[src/design/psi_pkg.sv]
// Package for the pressure safety interlock: opcodes, trip causes,
// register indexes, reset values and the structs used by the design modules.
// No dependencies.
package psi_pkg;

    typedef enum logic [1:0] {
        OP_SAMPLE = 2'd0,
        OP_TICK   = 2'd1,
        OP_CLEAR  = 2'd2,
        OP_MARK   = 2'd3
    } op_t;

    typedef enum logic [1:0] {
        REG_ESTOP_PRESSURE = 2'd0,
        REG_ESTOP_HOLD_MS  = 2'd1,
        REG_TRIP_PRESSURE  = 2'd2,
        REG_BLINK_MS       = 2'd3
    } reg_idx_t;

    localparam logic [1:0] CAUSE_NONE      = 2'd0;
    localparam logic [1:0] CAUSE_THRESHOLD = 2'd1;
    localparam logic [1:0] CAUSE_AT_LIMIT  = 2'd2;
    localparam logic [1:0] CAUSE_ESTOP     = 2'd3;

    localparam logic [15:0] RST_ESTOP_PRESSURE = 16'd23000;
    localparam logic [15:0] RST_ESTOP_HOLD_MS  = 16'd10000;
    localparam logic [15:0] RST_TRIP_PRESSURE  = 16'd25000;
    localparam logic [15:0] RST_BLINK_MS       = 16'd500;

    localparam logic [15:0] COUNT_MAX = 16'hFFFF;

    typedef struct packed {
        logic [15:0] estop_pressure;
        logic [15:0] estop_hold_ms;
        logic [15:0] trip_pressure;
        logic [15:0] blink_ms;
    } cfg_t;

    typedef struct packed {
        op_t         opcode;
        logic [15:0] pressure_tenths;
        logic        at_limit;
    } item_t;

    typedef struct packed {
        logic        safety_latch;
        logic        estop_latch;
        logic        engine_stopped;
        logic        high_active;
        logic [15:0] high_elapsed;
        logic [15:0] blink_elapsed;
        logic        lamp_state;
        logic        limit_used;
        logic [1:0]  cause;
    } state_t;

    typedef struct packed {
        logic       high_timing;
        logic [1:0] trip_cause;
        logic       lamp_on;
        logic       engine_off;
        logic       estop_on;
        logic       safety_on;
    } result_t;

endpackage

[src/design/psi_cfg_regs.sv]
// Configuration register file for the pressure safety interlock.
// Depends on psi_pkg for register indexes, reset values and cfg_t.
module psi_cfg_regs
(
    input  logic                 clk,
    input  logic                 rst_n,
    input  logic                 wr_en,
    input  logic [1:0]           wr_index,
    input  logic [15:0]          wr_data,
    output psi_pkg::cfg_t        cfg
);

    psi_pkg::cfg_t cfg_reg;
    psi_pkg::cfg_t cfg_next;

    always_comb
    begin
        cfg_next = cfg_reg;
        if (wr_en)
        begin
            unique case (psi_pkg::reg_idx_t'(wr_index))
                psi_pkg::REG_ESTOP_PRESSURE: cfg_next.estop_pressure = wr_data;
                psi_pkg::REG_ESTOP_HOLD_MS:  cfg_next.estop_hold_ms  = wr_data;
                psi_pkg::REG_TRIP_PRESSURE:  cfg_next.trip_pressure  = wr_data;
                psi_pkg::REG_BLINK_MS:       cfg_next.blink_ms       = wr_data;
                default:                     cfg_next = cfg_reg;
            endcase
        end
    end

    always_ff @(posedge clk or negedge rst_n)
    begin
        if (!rst_n)
        begin
            cfg_reg.estop_pressure <= psi_pkg::RST_ESTOP_PRESSURE;
            cfg_reg.estop_hold_ms  <= psi_pkg::RST_ESTOP_HOLD_MS;
            cfg_reg.trip_pressure  <= psi_pkg::RST_TRIP_PRESSURE;
            cfg_reg.blink_ms       <= psi_pkg::RST_BLINK_MS;
        end
        else
        begin
            cfg_reg <= cfg_next;
        end
    end

    assign cfg = cfg_reg;

endmodule

[src/design/psi_core.sv]
// Interlock state and its single-pass update for one request.
// Depends on psi_pkg for op_t, cfg_t, item_t, state_t and result_t.
module psi_core
(
    input  logic              clk,
    input  logic              rst_n,
    input  logic              step,
    input  psi_pkg::item_t    item,
    input  psi_pkg::cfg_t     cfg,
    output psi_pkg::result_t  result
);

    psi_pkg::state_t st_reg;
    psi_pkg::state_t st_next;

    always_comb
    begin
        st_next = st_reg;
        unique case (item.opcode)
            psi_pkg::OP_SAMPLE:
            begin
                if (item.pressure_tenths >= cfg.estop_pressure)
                begin
                    if (!st_reg.high_active)
                    begin
                        st_next.high_active  = 1'b1;
                        st_next.high_elapsed = '0;
                    end
                    else if (st_reg.high_elapsed >= cfg.estop_hold_ms && !st_reg.estop_latch)
                    begin
                        st_next.estop_latch    = 1'b1;
                        st_next.safety_latch   = 1'b1;
                        st_next.cause          = psi_pkg::CAUSE_ESTOP;
                        st_next.engine_stopped = 1'b1;
                    end
                end
                else
                begin
                    st_next.high_active  = 1'b0;
                    st_next.high_elapsed = '0;
                end

                // trip only when not already latched; keep the earlier cause
                if (item.pressure_tenths >= cfg.trip_pressure && !st_next.safety_latch)
                begin
                    st_next.safety_latch   = 1'b1;
                    st_next.cause          = item.at_limit ? psi_pkg::CAUSE_AT_LIMIT
                                                           : psi_pkg::CAUSE_THRESHOLD;
                    st_next.engine_stopped = 1'b1;
                end

                if (st_next.safety_latch || st_next.estop_latch)
                begin
                    st_next.lamp_state = 1'b1;
                end
                else if (st_reg.limit_used)
                begin
                    if (st_reg.blink_elapsed >= cfg.blink_ms)
                    begin
                        st_next.lamp_state    = !st_reg.lamp_state;
                        st_next.blink_elapsed = '0;
                    end
                end
                else
                begin
                    st_next.lamp_state = 1'b0;
                end
            end
            psi_pkg::OP_TICK:
            begin
                if (st_reg.high_active && st_reg.high_elapsed != psi_pkg::COUNT_MAX)
                begin
                    st_next.high_elapsed = st_reg.high_elapsed + 16'd1;
                end
                if (st_reg.blink_elapsed != psi_pkg::COUNT_MAX)
                begin
                    st_next.blink_elapsed = st_reg.blink_elapsed + 16'd1;
                end
            end
            psi_pkg::OP_CLEAR:
            begin
                if (st_reg.estop_latch)
                begin
                    st_next.estop_latch  = 1'b0;
                    st_next.high_active  = 1'b0;
                    st_next.high_elapsed = '0;
                end
                if (st_reg.safety_latch)
                begin
                    st_next.safety_latch   = 1'b0;
                    st_next.cause          = psi_pkg::CAUSE_NONE;
                    st_next.engine_stopped = 1'b0;
                end
            end
            psi_pkg::OP_MARK:
            begin
                st_next.limit_used = 1'b1;
            end
            default:
            begin
                st_next = st_reg;
            end
        endcase
    end

    always_ff @(posedge clk or negedge rst_n)
    begin
        if (!rst_n)
        begin
            st_reg <= '0;
        end
        else if (step)
        begin
            st_reg <= st_next;
        end
    end

    always_comb
    begin
        result.safety_on   = st_next.safety_latch;
        result.estop_on    = st_next.estop_latch;
        result.engine_off  = st_next.engine_stopped;
        result.lamp_on     = st_next.lamp_state;
        result.trip_cause  = st_next.cause;
        result.high_timing = st_next.high_active;
    end

    a_estop_implies_safety: assert property (@(posedge clk) disable iff (!rst_n)
        st_reg.estop_latch |-> st_reg.safety_latch)
        else $error("e-stop latched without safety latch");

    a_engine_tracks_safety: assert property (@(posedge clk) disable iff (!rst_n)
        st_reg.engine_stopped == st_reg.safety_latch)
        else $error("engine state disagrees with safety latch");

    a_cause_tracks_safety: assert property (@(posedge clk) disable iff (!rst_n)
        (st_reg.cause != psi_pkg::CAUSE_NONE) == st_reg.safety_latch)
        else $error("trip cause disagrees with safety latch");

    a_hold_timer_idle: assert property (@(posedge clk) disable iff (!rst_n)
        (step && $past(!st_reg.high_active) && !st_reg.high_active) |->
            st_reg.high_elapsed == '0)
        else $error("hold timer counted while idle");

endmodule

[src/design/pressure_safety_interlock_top.sv]
// Top level of the pressure safety interlock: input register, output register
// and the instances of psi_cfg_regs and psi_core. Depends on psi_pkg.
//
// Pressure safety interlock. Each request carries an opcode in s_tuser (sample,
// millisecond tick, clear, mark limit used) and yields exactly one status result.
// The block takes one request per clock cycle while the output is not stalled.
// A request is first held in the input register and its result then in the output
// register; m_tvalid rises once the result is in the output register. The single
// state update in psi_core evaluates one request per unstalled cycle between the
// input register and the output register. Configuration writes take effect on
// the next request and should be issued while no request is in flight.
module pressure_safety_interlock_top
(
    input  logic        clk,
    input  logic        rst_n,

    input  logic        s_tvalid,
    output logic        s_tready,
    input  logic [23:0] s_tdata,   // [15:0] pressure_tenths, [16] at_limit, [23:17] zero
    input  logic [1:0]  s_tuser,   // [1:0] opcode

    output logic        m_tvalid,
    input  logic        m_tready,
    output logic [7:0]  m_tdata,   // [0] safety_on, [1] estop_on, [2] engine_off,
                                   // [3] lamp_on, [5:4] trip_cause, [6] high_timing, [7] zero

    input  logic        cfg_valid,
    output logic        cfg_ready,
    input  logic [1:0]  cfg_index,
    input  logic [15:0] cfg_data
);

    logic              in_valid_reg;
    logic              in_valid_next;
    psi_pkg::item_t    in_item_reg;
    logic              out_valid_reg;
    logic              out_valid_next;
    psi_pkg::result_t  out_res_reg;
    psi_pkg::cfg_t     cfg;
    psi_pkg::result_t  core_res;
    logic              out_free;
    logic              step;

    assign cfg_ready = 1'b1;

    psi_cfg_regs u_cfg
    (
        .clk      (clk),
        .rst_n    (rst_n),
        .wr_en    (cfg_valid),
        .wr_index (cfg_index),
        .wr_data  (cfg_data),
        .cfg      (cfg)
    );

    // advance the output register when it is empty or being drained
    assign out_free = !out_valid_reg || m_tready;
    assign step     = in_valid_reg && out_free;
    assign s_tready = !in_valid_reg || out_free;

    always_comb
    begin
        in_valid_next = in_valid_reg;
        if (s_tready)
        begin
            in_valid_next = s_tvalid;
        end
        out_valid_next = out_valid_reg;
        if (out_free)
        begin
            out_valid_next = in_valid_reg;
        end
    end

    always_ff @(posedge clk or negedge rst_n)
    begin
        if (!rst_n)
        begin
            in_valid_reg  <= 1'b0;
            out_valid_reg <= 1'b0;
        end
        else
        begin
            in_valid_reg  <= in_valid_next;
            out_valid_reg <= out_valid_next;
        end
    end

    always_ff @(posedge clk)
    begin
        if (s_tvalid && s_tready)
        begin
            in_item_reg.opcode          <= psi_pkg::op_t'(s_tuser);
            in_item_reg.pressure_tenths <= s_tdata[15:0];
            in_item_reg.at_limit        <= s_tdata[16];
        end
        if (step)
        begin
            out_res_reg <= core_res;
        end
    end

    psi_core u_core
    (
        .clk    (clk),
        .rst_n  (rst_n),
        .step   (step),
        .item   (in_item_reg),
        .cfg    (cfg),
        .result (core_res)
    );

    assign m_tvalid = out_valid_reg;
    assign m_tdata  = {1'b0, out_res_reg};

    a_stall_holds_result: assert property (@(posedge clk) disable iff (!rst_n)
        (m_tvalid && !m_tready) |=> (m_tvalid && $stable(m_tdata)))
        else $error("result changed while stalled");

    a_no_step_when_blocked: assert property (@(posedge clk) disable iff (!rst_n)
        (out_valid_reg && !m_tready) |-> !step)
        else $error("state advanced while output was blocked");

    a_ready_when_empty: assert property (@(posedge clk) disable iff (!rst_n)
        !in_valid_reg |-> s_tready)
        else $error("input not ready while input register empty");

endmodule

[config.mk]
export PLATFORM = sky130hd
export DESIGN_NAME = pressure_safety_interlock_top
export DESIGN_NICKNAME = d
export VERILOG_FILES = /design/src/design/psi_pkg.sv /design/src/design/psi_cfg_regs.sv /design/src/design/psi_core.sv /design/src/design/pressure_safety_interlock_top.sv
export SDC_FILE = /design/constraint.sdc
export NUM_CORES = 1
export LEC_CHECK = 0
export BUFFER_PORTS_ARGS = -buffer_cell sky130_fd_sc_hd__buf_4
export CORE_UTILIZATION = 45
export CTS_BUF_LIST = sky130_fd_sc_hd__clkbuf_4
export DETAILED_ROUTE_END_ITERATION = 16
export HOLD_SLACK_MARGIN = 0.12
export PLACE_DENSITY = 0.73
export REMOVE_ABC_BUFFERS = 1
export SLEW_MARGIN = 10
export SYNTH_ARGS = -nofsm -noshare
export SYNTH_HDL_FRONTEND = slang
export SYNTH_SLANG_ARGS = --single-unit
export TNS_END_PERCENT = 1
[constraint.sdc]
create_clock -name clk -period 4.5 [get_ports clk]
set_clock_uncertainty 0.05 [all_clocks]
set_input_delay 0.9 -clock clk [delete_from_list [all_inputs] [get_ports clk]]
set_output_delay 0.9 -clock clk [all_outputs]
set_load 0.02 [all_outputs]
# Yosys cells after proc, flatten, opt, wreduce, memory -nomap -nowiden
# Cells that the tools add are included.
[classes]
add_sub_neg = 2
multipliers = 0
n_div = 0
magnitude_cmp = 4
n_eq_ne = 15
n_shift = 0
n_mux = 29
bitwise = 0
n_reduce_logical = 24
[ops]
columns = ["operator", "n"]
rows = [
  ["16-bit 2-to-1 mux", 5],
  ["16-bit >= comparator", 4],
  ["17-bit 2-to-1 mux", 3],
  ["16-bit case mux with 3 select lines", 1],
  ["16-bit by 1-bit adder with 16-bit output (second input constant)", 2],
  ["16-bit inequality test (second input constant)", 2],
  ["16-bit case mux with 2 select lines", 1],
  ["2-bit 2-to-1 mux", 6],
  ["3-bit 2-to-1 mux", 4],
  ["2-bit by 1-bit inequality test with 1-bit output (second input constant)", 5],
  ["2-bit AND reduction", 5],
  ["2-bit == test (second input constant)", 4],
  ["4-bit case mux with 2 select lines", 1],
  ["1-bit 2-to-1 mux", 7],
  ["6-bit AND reduction", 1],
  ["1-bit logical AND", 5],
  ["1-bit logical NOT", 5],
  ["5-bit AND reduction", 1],
  ["2-bit by 1-bit == test with 1-bit output (second input constant)", 2],
  ["2-bit logical NOT", 2],
  ["2-bit case mux with 2 select lines", 1],
  ["1-bit logical OR", 3],
  ["3-bit inequality test (second input constant)", 1],
  ["3-bit nonzero test", 1],
  ["2 further kinds", 2],
]
[totals]
reg_bits = 132
latch_bits = 0
ram_bits = 0
romBits = 0
out_inout_bits = 11
word_cells = 98
memories = 0

# Logic depth before layout (Yosys ltp)
# Gate-level depths: netlist of run 1.
[logic_depth]
ltp_word = 13
mapped_depth = 12
ltp_nobuf = 10

# Modules after synthesis
# From an unflattened synthesis of run 1, not the netlist that was laid out.
[unflattened]
cells_unflattened = 683
area_unflattened_um2 = 7422.1
[by_module_without_submodules]
columns = ["module", "n_inst", "cells_each", "area_each_um2", "seq_area_each_um2"]
rows = [
  ["psi_core", 1, 509, 4072.7, 1001.0],
  ["psi_cfg_regs", 1, 136, 2442.3, 1632.8],
  ["pressure_safety_interlock_top", 1, 38, 907.1, 830.8],
]

# Worst setup path before layout of run 1
# OpenSTA, ideal clock, no wires.
[synth_path]
path_kind = "reg2reg"
startpoint = "register u_cfg.cfg_reg, in the netlist u_cfg.cfg[19]"
endpoint = "register u_core.st_reg[11] (netlist bit)"
setup_ps = 121
arrival_ps = 2718
slack_ps = 1611
path_stages_with_launch = 12
synth_period_minus_slack_ps = 2889
cell_sequence = "dfstp_2 -> inv_1 -> ha_1 -> a22o_1 -> o41a_1 -> a2111oi_2 -> o31a_2 -> a41oi_4 -> or2_1 -> buf_6 -> buf_6 -> a22o_1"
[synth_between]
elab_chain_cells = 7
[synth_lines]
columns = ["element", "line", "source"]
rows = [
  ["from (decl)", "psi_cfg_regs.sv:13", "psi_pkg::cfg_t cfg_reg;"],
  ["from (signal assigned)", "psi_cfg_regs.sv:42", "cfg_reg <= cfg_next;"],
  ["16-bit >= comparator", "psi_core.sv:44", "if (item.pressure_tenths >= cfg.trip_pressure && !st_next.safety_latch)"],
  ["1-bit logical AND", "psi_core.sv:44", ""],
  ["1-bit 2-to-1 mux", "psi_core.sv:44", ""],
  ["1-bit 2-to-1 mux", "psi_core.sv:19", "unique case (item.opcode)"],
  ["1-bit logical OR", "psi_core.sv:52", "if (st_next.safety_latch || st_next.estop_latch)"],
  ["2-bit inequality test (no source line)", "-", ""],
  ["6-bit AND reduction (no source line)", "-", ""],
  ["to (signal assigned)", "psi_core.sv:114", "st_reg <= st_next;"],
  ["to (decl)", "psi_core.sv:13", "psi_pkg::state_t st_reg;"],
]
# Every way passes these cells. The select of a mux whose other input is x is not followed.
# A chain may end at the register's enable or synchronous reset.

# Worst setup path in the final report of run 1
[layout_path]
startpoint = "register in_item_reg[1] (netlist bit)"
endpoint = "register u_core.st_reg[31] (netlist bit)"
[layout_between]
elab_chain_cells = 3
elab_cells_between_ends = 5
classes_between = "1 x order compare; 1 x eq/ne; 2 x mux; 1 x reduce/logical"
[layout_lines]
columns = ["element", "line", "source"]
rows = [
  ["from (decl)", "pressure_safety_interlock_top.sv:35", "psi_pkg::item_t in_item_reg;"],
  ["16-bit >= comparator *", "psi_core.sv:22", "if (item.pressure_tenths >= cfg.estop_pressure)"],
  ["3-bit inequality test (no source line) or 17-bit 2-to-1 mux (tied branches)", "-", ""],
  ["5-bit AND reduction (no source line) or 16-bit case mux with 3 select lines (tied branches)", "-", ""],
]
# Mark *: on every way between the ends. The rest lies on a longest branch, timed or not.

==> results of run 1 <==
[where the power goes]
| group | internal, mW | switching (mW) |
|---|---|---|
| logic | 0.351 | 0.410 |
| registers | 1.44 | 0.131 |
| clock network | 0.282 | 0.454 |
| total | 2.08 | 0.995 |
[worst reg2reg max path: stages (launching register included)]
cell and delay, ns:
edfxtp_1 0.38, inv_1 0.08, ha_1 0.22, nand2b_1 0.16
a2111oi_0 0.55, o21a_1 0.27, o21ai_1 0.20, a31oi_1 0.74
and3_1 0.52, nand2_1 0.10, o21ai_0 0.18
[layer usage]
metal | wire length (um) | track usage, %
met1 | 7030 | 26.0
met4 | 218 | 6.16
met2 | 6870 | 31.3
met5 | 0 | 0
met3 | 660 | 4.21
[cell usage in the layout, fill, tap and decap left out, types with 6 or more instances in the layout]
master	Yosys	routed
dfrtp_1	81	81
nand3b_1	7	7
o21ai_0	79	79
a22o_1	11	11
a21o_1	6	6
and3_1	9	9
nor3_1	8	8
nand2_1	77	77
nand3_1	26	26
clkbuf_4	0	19
mux2_2	49	49
nand2b_1	10	10
or3_1	7	7
buf_4	2	56
edfxtp_1	26	26
nor2_1	19	19
ha_1	71	71
nand4_1	8	8
inv_1	77	77
dfstp_2	25	25
a21oi_1	21	21
[final timing paths]
path | startpoint | end | slack [ns] | depth (start not counted)
setup / recovery | in_item_reg[1]$_DFFE_PP_ | u_core.st_reg[31]$_DFFE_PN0P_ | 0.95 | 10
hold / removal | rst_n | u_cfg.cfg[28]$_DFFE_PN0P_ | 0.36 | 1
setup reg to reg | in_item_reg[1]$_DFFE_PP_ | u_core.st_reg[31]$_DFFE_PN0P_ | 0.95 | 10
hold reg to reg | u_core.st_reg[2]$_DFFE_PN0P_ | u_core.st_reg[2]$_DFFE_PN0P_ | 0.43 | 2
max in group asynchronous | rst_n | u_cfg.cfg[4]$_DFFE_PN1P_ | 3.16 | 2
min in group clk | u_core.st_reg[2]$_DFFE_PN0P_ | u_core.st_reg[2]$_DFFE_PN0P_ | 0.43 | 2
[cell usage after synthesis, types with 2 or more instances]
library cell / n
mux2i_1: 3
a21o_1: 6
o211ai_1: 3
nand2_1: 77
o31ai_1: 5
or2_2: 2
nand4_1: 8
nand3_1: 26
o22ai_1: 4
o21a_1: 2
a21oi_1: 21
a211o_1: 3
o21ai_0: 79
and3_1: 9
a2111oi_0: 2
nor4_1: 2
conb_1: 2
a22o_1: 11
nor2_1: 19
dfrtp_1: 81
dfstp_2: 25
nor2b_1: 5
and2_1: 4
nor3_1: 8
a2111oi_2: 2
a211oi_1: 5
clkbuf_1: 19
nor3b_1: 4
ha_1: 71
nand3b_1: 7
inv_1: 77
buf_4: 2
or3_1: 7
nand2b_1: 10
mux2_2: 49
buf_6: 2
o311ai_1: 4
edfxtp_1: 26
[cells by family after synthesis]
family,after synthesis,share of synthesized area [%]
flip-flops,132,47.5
other,2,0.103
adder cells (fa/ha/maj),71,12.2
AO/OA/AOI/OAI,159,14.2
buffers and inverters,101,5.50
AND/OR/NAND/NOR,190,12.6
multiplexers,52,7.97
[area by class of cell]
cell class              count  area [sq um]  share of cell area, %
clock inverters            13           111                   1.37
diodes                      1          2.50                 0.0307
clock buffers              19           143                   1.75
inverters                  78           293                   3.60
well taps                 216           270                   3.32
repair buffers             56           420                   5.16
multi-input cells         474          3440                   42.2
flip-flops and latches    132          3460                   42.5
==> summary.md, run 1 <==
| Metric | Value |
|---|---|
| Measured slew at the worst slew-check pin | `0.961 ns` |
| Area leader, netlist | `dfrtp_1` |
| Area post-placement | `0.00789 sq mm` |
| HP Class | `input port to async pin` |
| Post-synth ARST share | `80.3%` |
| Relative slew margins | `35.9%` |
| Total gr overflow | `0` |
| Initial antenna violation count | `1` |
| Count of flip-flops with a built-in enable after synthesis | `26` |
| Die span in y | `129 um` |
| Htree depth | `4` |
| Via count | `5313` |
| First-pass iteration count of the detailed router | `5` |
| Endpoints failing setup | `0` |
| Max stage delay on crit path | `0.74 ns` |
| Largest net degree at the start of global routing | `59` |
| Worst-path clk slew | `0.12 ns` |
| Crit start category | `flip-flop` |
| Syn Std Cell Area | `0.00730 sq mm` |
| Post-DR wirelength/cell | `14.9 um` |
| Clock Path Buffers | `2` |
| I/O pin count | `60` |
| Setup_tns | `0 ns` |
| Synth area leaders | `dfrtp_1 (28%), ha_1 (12%), edfxtp_1 (11%), dfstp_2 (9.0%), mux2_2 (7.6%)` |
| Layout area overhead | `11.6%` |
| Pwr dens | `377 mW/mm^2` |
| Std cell rows | `46` |
| Final WS setup | `0.952 ns` |
| Type of element capturing the critical path | `flip-flop` |
| Crit path cell chain | `inv_1 > ha_1 > nand2b_1 > a2111oi_0 > o21a_1 > o21ai_1 > a31oi_1 > and3_1 > nand2_1 > o21ai_0` |
| Critical-path top delay cell | `a31oi_1` |
| Buffers on Ports | `50` |
| DRC Markers | `0` |
| Syn_area_per_cell | `10.3 sq um` |
| Placed insts | `956` |
| Synth Warn # | `0` |
| Hold Fails Final Rpt | `0` |
| Status | `finished clean` |
| Synth unique cells | `53` |
| Ratio of cells with drive above 1 in the final layout | `roughly 22%` |
| Fin util | `about 51%` |
| Worst VDD drop | `0.216 mV` |
| WP data required | `4.90 ns` |
| Post-route minimum period | `3.55 ns` |
| Vias/cell | `5.37` |
| GRT Resource Usage Total | `between 10% and 20%` |
| Global-route wire length before repair | `25.4 mm` |
| RSZ-0062 raised after global routing | `no` |
| CTS tree | `yes` |
| CTS Sinks | `132` |
| Most used flip-flop cell after synthesis | `dfrtp_1` |
| Fill count | `~1500` |
| Pins Over Slew Limit | `0` |
| Fin area | `0.00814 sq mm` |
| Largest register FFs | `64` |
| Overall power | `around 3.1 mW` |
| P_leak | `3.63 nW` |
| Core area | `0.0159 sq mm` |
| CP Max Fanout | `11` |
| Total CTS buffers | `17` |
| Starting density of the core | `between 40% and 50%` |
| Dpl hpwl | `10.7 mm` |
| CP delay by family, top | `compound AO/OA/AOI/OAI gates` |
| Top-area cell type share of the netlist area | `27.8%` |
| Post-Place Setup Slack | `1.11 ns` |
| Root Buffer | `clkbuf_4` |
| Clock Latency Late Sink | `0.54 ns` |
| Kind of critical path | `flip-flop to flip-flop` |
| Vias in the first global route | `5251` |
| Setup Fix Bufs, Post-CTS | `0` |
| Cells after synthesis | `roughly 700` |
| Worst Path Arrival | `3.95 ns` |
| Routed Antenna Nets | `0` |
| Initial drt markers | `397` |
| Resized Gates After CTS | `0` |
| Final Cycle Share | `78.8%` |
| RD Place Congestion | `0.789` |
| Post-Layout Cell Count | `989` |
| Die Area | `0.0167 sq mm` |
| Max-cap viol count | `0` |
| CP Buf/Inv Count | `1` |
| Worst hold margin | `0.359 ns` |
| Hold_buf cts | `0` |
| Post-synthesis sequential area ratio | `a little under half` |
| Die Width | `129 um` |
| Fmax | `about 280 MHz` |
| Post-Route WL | `14.8 mm` |
| Final net count | `roughly 900` |
| Register bit total from synthesis | `approximately 130` |
Note: power is estimated with default switching activity, not from simulation.
==> run 2, diff against run 1 <==
==> constraint.sdc (replaced) <==
create_clock -name clk -period 3.52 [get_ports clk]
set_clock_uncertainty 0.05 [all_clocks]
set_input_delay 0.704 -clock clk [delete_from_list [all_inputs] [get_ports clk]]
set_output_delay 0.704 -clock clk [all_outputs]
set_load 0.02 [all_outputs]
==> summary.md, run 2 (same netlist as run 1, synthesis figures left out) <==
| Metric | Value |
|---|---|
| Status | `finished clean` |
| Vias in the first global route | `5196` |
| Die Area | `0.0167 sq mm` |
| Worst VDD drop | `0.256 mV` |
| Placed insts | `961` |
| DRC Markers | `0` |
| Hold_buf cts | `0` |
| Fin area | `0.00820 sq mm` |
| Die Width | `129 um` |
| Pwr dens | `485 mW/mm^2` |
| Post-route minimum period | `3.18 ns` |
| Setup Fix Bufs, Post-CTS | `0` |
| Length of routed met2 wiring | `6.56 mm` |
| Starting density of the core | `a little under half` |
| Layout area overhead | `12.3%` |
| Post-DR wirelength/cell | `14.5 um` |
| Total CTS buffers | `17` |
| Global-route wire length before repair | `24.8 mm` |
| RD Place Congestion | `0.791` |
| Dpl hpwl | `10.7 mm` |
| P_leak | `3.67 nW` |
| Buffers on Ports | `50` |
| Endpoints failing setup | `0` |
| WP data required | `approximately 3.9 ns` |
| Initial antenna violation count | `1` |
| Initial drt markers | `about 270` |
| Via count | `5271` |
| Met3 WL | `602 um` |
| Post-Route WL | `around 14 mm` |
| First-pass iteration count of the detailed router | `6` |
| Routed Antenna Nets | `0` |
| Hold Fails Final Rpt | `0` |
| CTS tree | `yes` |
| DRT met1 WL | `7.03 mm` |
| Ratio of cells with drive above 1 in the final layout | `22.5%` |
| Fmax | `314 MHz` |
| Die span in y | `129 um` |
| Largest net degree at the start of global routing | `62` |
| Type of element capturing the critical path | `flip-flop` |
| I/O pin count | `60` |
| Htree depth | `4` |
| CP Max Fanout | `8` |
| RSZ-0062 raised after global routing | `no` |
| Relative slew margins | `37.6%` |
| Max-cap viol count | `0` |
| Pins Over Slew Limit | `0` |
| Largest register FFs | `64` |
| Root Buffer | `clkbuf_4` |
| Clock Path Buffers | `2` |
| Std cell rows | `46` |
| Overall power | `3.98 mW` |
| Worst-path clk slew | `0.12 ns` |
| Fin util | `51.6%` |
| Post-Layout Cell Count | `around 990` |
| Fill count | `1421` |
| Worst Path Arrival | `3.60 ns` |
| Resized Gates After CTS | `0` |
| Clock Latency Late Sink | `approximately 0.57 ns` |
| Vias/cell | `about 5.3` |
| GRT Resource Usage Total | `19.3%` |
| HP Class | `input port to async pin` |
| Final net count | `slightly below 900` |
| Highest Signal Layer | `met4` |
| Kind of critical path | `flip-flop to flip-flop` |
| Setup_tns | `0 ns` |
| Area post-placement | `approximately 0.0079 sq mm` |
| Most frequent cells in the layout | `dfrtp_1 (81), o21ai_0 (79), inv_1 (77), nand2_1 (77), ha_1 (71)` |
| CTS Sinks | `132` |
| Crit start category | `flip-flop` |
| Final Cycle Share | `90.5%` |
| Core area | `0.0159 sq mm` |
| Measured slew at the worst slew-check pin | `0.933 ns` |
| Total gr overflow | `0` |
| Commonest non-fill, non-tap cell in the layout | `dfrtp_1` |
[run 2: cell types whose count changed in the layout (fill, tap and decap cells not counted), sizes merged]
cell and change:
clkinv +2, clkinvlp -2, buf +5, clkbuf -1, bufinv +1
[run 2: worst paths after layout]
kind / from / cells after the start / slack (ns) / end
min in group clk: s_tdata[0] / 1 / 0.25 / in_item_reg[1]$_DFFE_PP_
max reg2reg: u_cfg.cfg[19]$_DFFE_PN1P_ / 10 / 0.34 / u_core.st_reg[17]$_DFFE_PN0P_
min: rst_n / 1 / 0.14 / u_cfg.cfg[28]$_DFFE_PN0P_
max: u_cfg.cfg[19]$_DFFE_PN1P_ / 10 / 0.34 / u_core.st_reg[17]$_DFFE_PN0P_
min reg2reg: u_core.st_reg[2]$_DFFE_PN0P_ / 2 / 0.43 / u_core.st_reg[2]$_DFFE_PN0P_
max in group asynchronous: rst_n / 2 / 2.43 / u_cfg.cfg[4]$_DFFE_PN1P_
[run 2: area by class of cell]
type	count	area [sq um]	area share [%]
Antenna cell	1	2.50	0.0305
Sequential cell	132	3460	42.3
Clock buffer	18	135	1.65
Inverter	78	293	3.57
Timing Repair Buffer	61	458	5.59
Multi-Input combinational cell	474	3440	41.9
Tap cell	216	270	3.30
Clock inverter	14	138	1.68
[run 2: power by group]
| part | total, mW | leakage (nW) | internal [mW] | switching, mW |
|---|---|---|---|---|
| Sequential | 2.01 | 1.52 | 1.85 | 0.167 |
| Combinational | 0.977 | 2.00 | 0.455 | 0.522 |
| Clock | 0.990 | 0.143 | 0.422 | 0.568 |
| Total | 3.98 | 3.67 | 2.72 | 1.26 |
[run 2: routing by layer]
layer / GRT usage (%) / vias to the layer above
met4: 7.68 / 0
met1: 26.0 / 2517
met2: 30.0 / 105
li1: - / 2631
met5: 0 / -
met3: 4.42 / 18
[run 2: stage by stage]
stage | hold WS (ns) | worst slack, ns
after CTS | 0.147 | 0.321
after floorplan | 0.358 | 0.543
after detailed placement | 0.406 | 0.357
after global placement | 0.394 | 0.412
final | 0.144 | 0.335
after global routing | 0.187 | 0.164
[run 2: critical path, stage by stage (launching register included)]
cell and delay [ns]:
dfstp_2 0.55, inv_1 0.04, ha_1 0.30, a22o_1 0.24, o41a_1 0.35, a2111oi_2 0.40
o31a_2 0.30, a41oi_4 0.13, or2_1 0.25, buf_4 0.17, o311ai_1 0.30
==> run 3, diff against run 2 <==
--- a/config.mk
+++ b/config.mk
@@ -5,6 +5,7 @@
 export SDC_FILE = /design/constraint.sdc
 export NUM_CORES = 1
 export LEC_CHECK = 0
+export ABC_AREA = 1
 export BUFFER_PORTS_ARGS = -buffer_cell sky130_fd_sc_hd__buf_4
 export CORE_UTILIZATION = 45
 export CTS_BUF_LIST = sky130_fd_sc_hd__clkbuf_4
@@ -12,6 +13,7 @@
 export HOLD_SLACK_MARGIN = 0.12
 export PLACE_DENSITY = 0.73
 export REMOVE_ABC_BUFFERS = 1
+export SKIP_CTS_REPAIR_TIMING = 1
 export SLEW_MARGIN = 10
 export SYNTH_ARGS = -nofsm -noshare
 export SYNTH_HDL_FRONTEND = slang
==> summary.md, run 3 <==
| Metric | Value |
|---|---|
| Vias/cell | `5.00` |
| Layout area overhead | `11.3%` |
| Top-area cell type share of the netlist area | `26.6%` |
| Largest register FFs | `64` |
| Commonest non-fill, non-tap cell in the layout | `nand2_1` |
| Max-cap viol count | `0` |
| Most frequent cells in the layout | `nand2_1 (249), inv_1 (134), dfrtp_1 (81), o21ai_0 (79), ha_1 (71)` |
| Std cell rows | `47` |
| Die span in y | `between 100 and 150 um` |
| Synth unique cells | `44` |
| Relative slew margins | `between 30% and 40%` |
| R2r worst-path depth | `14` |
| WP data required | `3.93 ns` |
| R2R Path End | `u_core.st_reg[18]$_DFFE_PN0P_` |
| DRC Markers | `0` |
| Worst hold margin | `approximately 0.13 ns` |
| Synth area leaders | `dfrtp_1 (27%), nand2_1 (12%), ha_1 (12%), edfxtp_1 (10%), dfstp_2 (8.6%)` |
| Hold Fails Final Rpt | `0` |
| DRT met1 WL | `roughly 8 mm` |
| Length of routed met2 wiring | `7.73 mm` |
| Type of element capturing the critical path | `flip-flop` |
| Endpoints failing setup | `0` |
| Initial antenna violation count | `1` |
| Post-DR wirelength/cell | `between 10 and 15 um` |
| Buffers on Ports | `50` |
| CTS Sinks | `132` |
| Die Area | `0.0175 sq mm` |
| Global-route wire length before repair | `28.3 mm` |
| Largest net degree at the start of global routing | `56` |
| Final Cycle Share | `81.2%` |
| Most common cell in the netlist | `nand2_1` |
| Post-route minimum period | `2.86 ns` |
| Post-synthesis sequential area ratio | `45.5%` |
| Area post-placement | `approximately 0.0082 sq mm` |
| Post-synth ARST share | `approximately 80%` |
| Via count | `6050` |
| Pwr dens | `452 mW/mm^2` |
| Post-Layout Cell Count | `between 1000 and 1500` |
| Register bit total from synthesis | `around 130` |
| Fin area | `0.00848 sq mm` |
| Synth Warn # | `0` |
| Initial drt markers | `approximately 390` |
| Fmax | `350 MHz` |
| Worst reg-to-reg setup slack | `~0.66 ns` |
| FF-to-FF Start | `u_cfg.cfg[59]$_DFFE_PN1P_` |
| Starting density of the core | `45.9%` |
| Total gr overflow | `0` |
| Ratio of cells with drive above 1 in the final layout | `~14%` |
| Met3 WL | `690 um` |
| CTS tree | `yes` |
| Syn_area_per_cell | `8.24 sq um` |
| Htree depth | `4` |
| HP Class | `input port to async pin` |
| Clock Latency Late Sink | `0.56 ns` |
| Worst-path clk slew | `0.11 ns` |
| Commonest cells in the netlist | `nand2_1 (249), inv_1 (134), dfrtp_1 (81), o21ai_0 (79), ha_1 (71)` |
| Routed Antenna Nets | `0` |
| Final net count | `about 1100` |
| Highest Signal Layer | `met4` |
| First-pass iteration count of the detailed router | `5` |
| Placed insts | `1176` |
| Die Width | `132 um` |
| Dpl hpwl | `~12 mm` |
| Setup_tns | `0 ns` |
| Worst VDD drop | `0.258 mV` |
| I/O pin count | `60` |
| Clock Path Buffers | `2` |
| Count of flip-flops with a built-in enable after synthesis | `26` |
| Area leader, netlist | `dfrtp_1` |
| Fin util | `51.1%` |
| RD Place Congestion | `0.876` |
| Core area | `0.0166 sq mm` |
| Status | `finished clean` |
| Post-Route WL | `16.6 mm` |
| Cells after synthesis | `925` |
| Syn Std Cell Area | `around 0.0076 sq mm` |
| Crit start category | `flip-flop` |
| Measured slew at the worst slew-check pin | `1.02 ns` |
| Kind of critical path | `flip-flop to flip-flop` |
| RSZ-0062 raised after global routing | `no` |
| Most used flip-flop cell after synthesis | `dfrtp_1` |
| Root Buffer | `clkbuf_4` |
| GRT Resource Usage Total | `20.8%` |
| P_leak | `around 4.2 nW` |
| Pins Over Slew Limit | `0` |
| Vias in the first global route | `5815` |
| Total CTS buffers | `17` |
| Worst Path Arrival | `~3.3 ns` |
| CP Max Fanout | `17` |
run 3: layer usage:
| metal | track usage [%] | vias to the layer above |
|---|---|---|
| met4 | 7.11 | 0 |
| met1 | 28.0 | 2819 |
| met2 | 32.8 | 119 |
| li1 | - | 3086 |
| met3 | 5.00 | 26 |
| met5 | 0 | - |
run 3: cell type report:
type,count,area [sq um]
inverters,135,507
clock inverters,10,109
well taps,220,275
fillers,1583,8100
flip-flops and latches,132,3460
clock buffers,22,165
diodes,2,5.00
repair buffers,56,433
multi-input cells,633,3520
run 3: worst max path at each step:
stage | cells past startpoint | slack, ns | from | endpoint
finish | 14 | 0.66 | u_cfg.cfg[59]$_DFFE_PN1P_ | u_core.st_reg[18]$_DFFE_PN0P_
detailed placement | 14 | 0.72 | u_cfg.cfg[59]$_DFFE_PN1P_ | u_core.st_reg[18]$_DFFE_PN0P_
global route | 14 | 0.33 | u_cfg.cfg[59]$_DFFE_PN1P_ | u_core.st_reg[5]$_DFFE_PN0P_
floorplan | 7 | 1.03 | in_item_reg[18]$_DFFE_PP_ | u_core.st_reg[10]$_DFFE_PN0P_
CTS | 14 | 0.69 | u_cfg.cfg[29]$_DFFE_PN1P_ | u_core.st_reg[19]$_DFFE_PN0P_
global placement | 14 | 0.75 | u_cfg.cfg[59]$_DFFE_PN1P_ | u_core.st_reg[16]$_DFFE_PN0P_
run 3: logic make-up after synthesis:
kind of cell    after synthesis  share of synthesized area [%]
xor+xnor                     16                           1.84
buf+inv                     160                           8.29
compound gates              125                           8.85
other cells                   2                         0.0986
flops                       132                           45.5
fa+ha+maj                    71                           11.7
simple gates                419                           23.8
run 3: per-stage QoR:
stage,power [mW],worst slack (ns)
2_1_floorplan,2.54,1.03
3_3_place_gp,2.80,0.751
3_5_place_dp,2.84,0.717
4_1_cts,3.86,0.689
5_1_grt,4.10,0.330
6_report,3.83,0.663
run 3: critical path: stages (launching register included):
cell	delay, ns
dfstp_2	0.55
inv_1	0.04
ha_1	0.30
a21oi_1	0.14
o21ai_1	0.08
a21oi_1	0.29
nand3_2	0.21
nand3_2	0.15
nand3_2	0.09
nor2_2	0.15
nand2_2	0.08
nand2_4	0.18
nand2_2	0.24
nand2_1	0.13
nand2_1	0.05
run 3: power breakdown:
group | internal (mW) | switching (mW) | leakage (nW) | total [mW]
Clock | 0.453 | 0.557 | 0.143 | 1.01
Sequential | 1.80 | 0.128 | 1.57 | 1.93
Combinational | 0.337 | 0.551 | 2.53 | 0.888
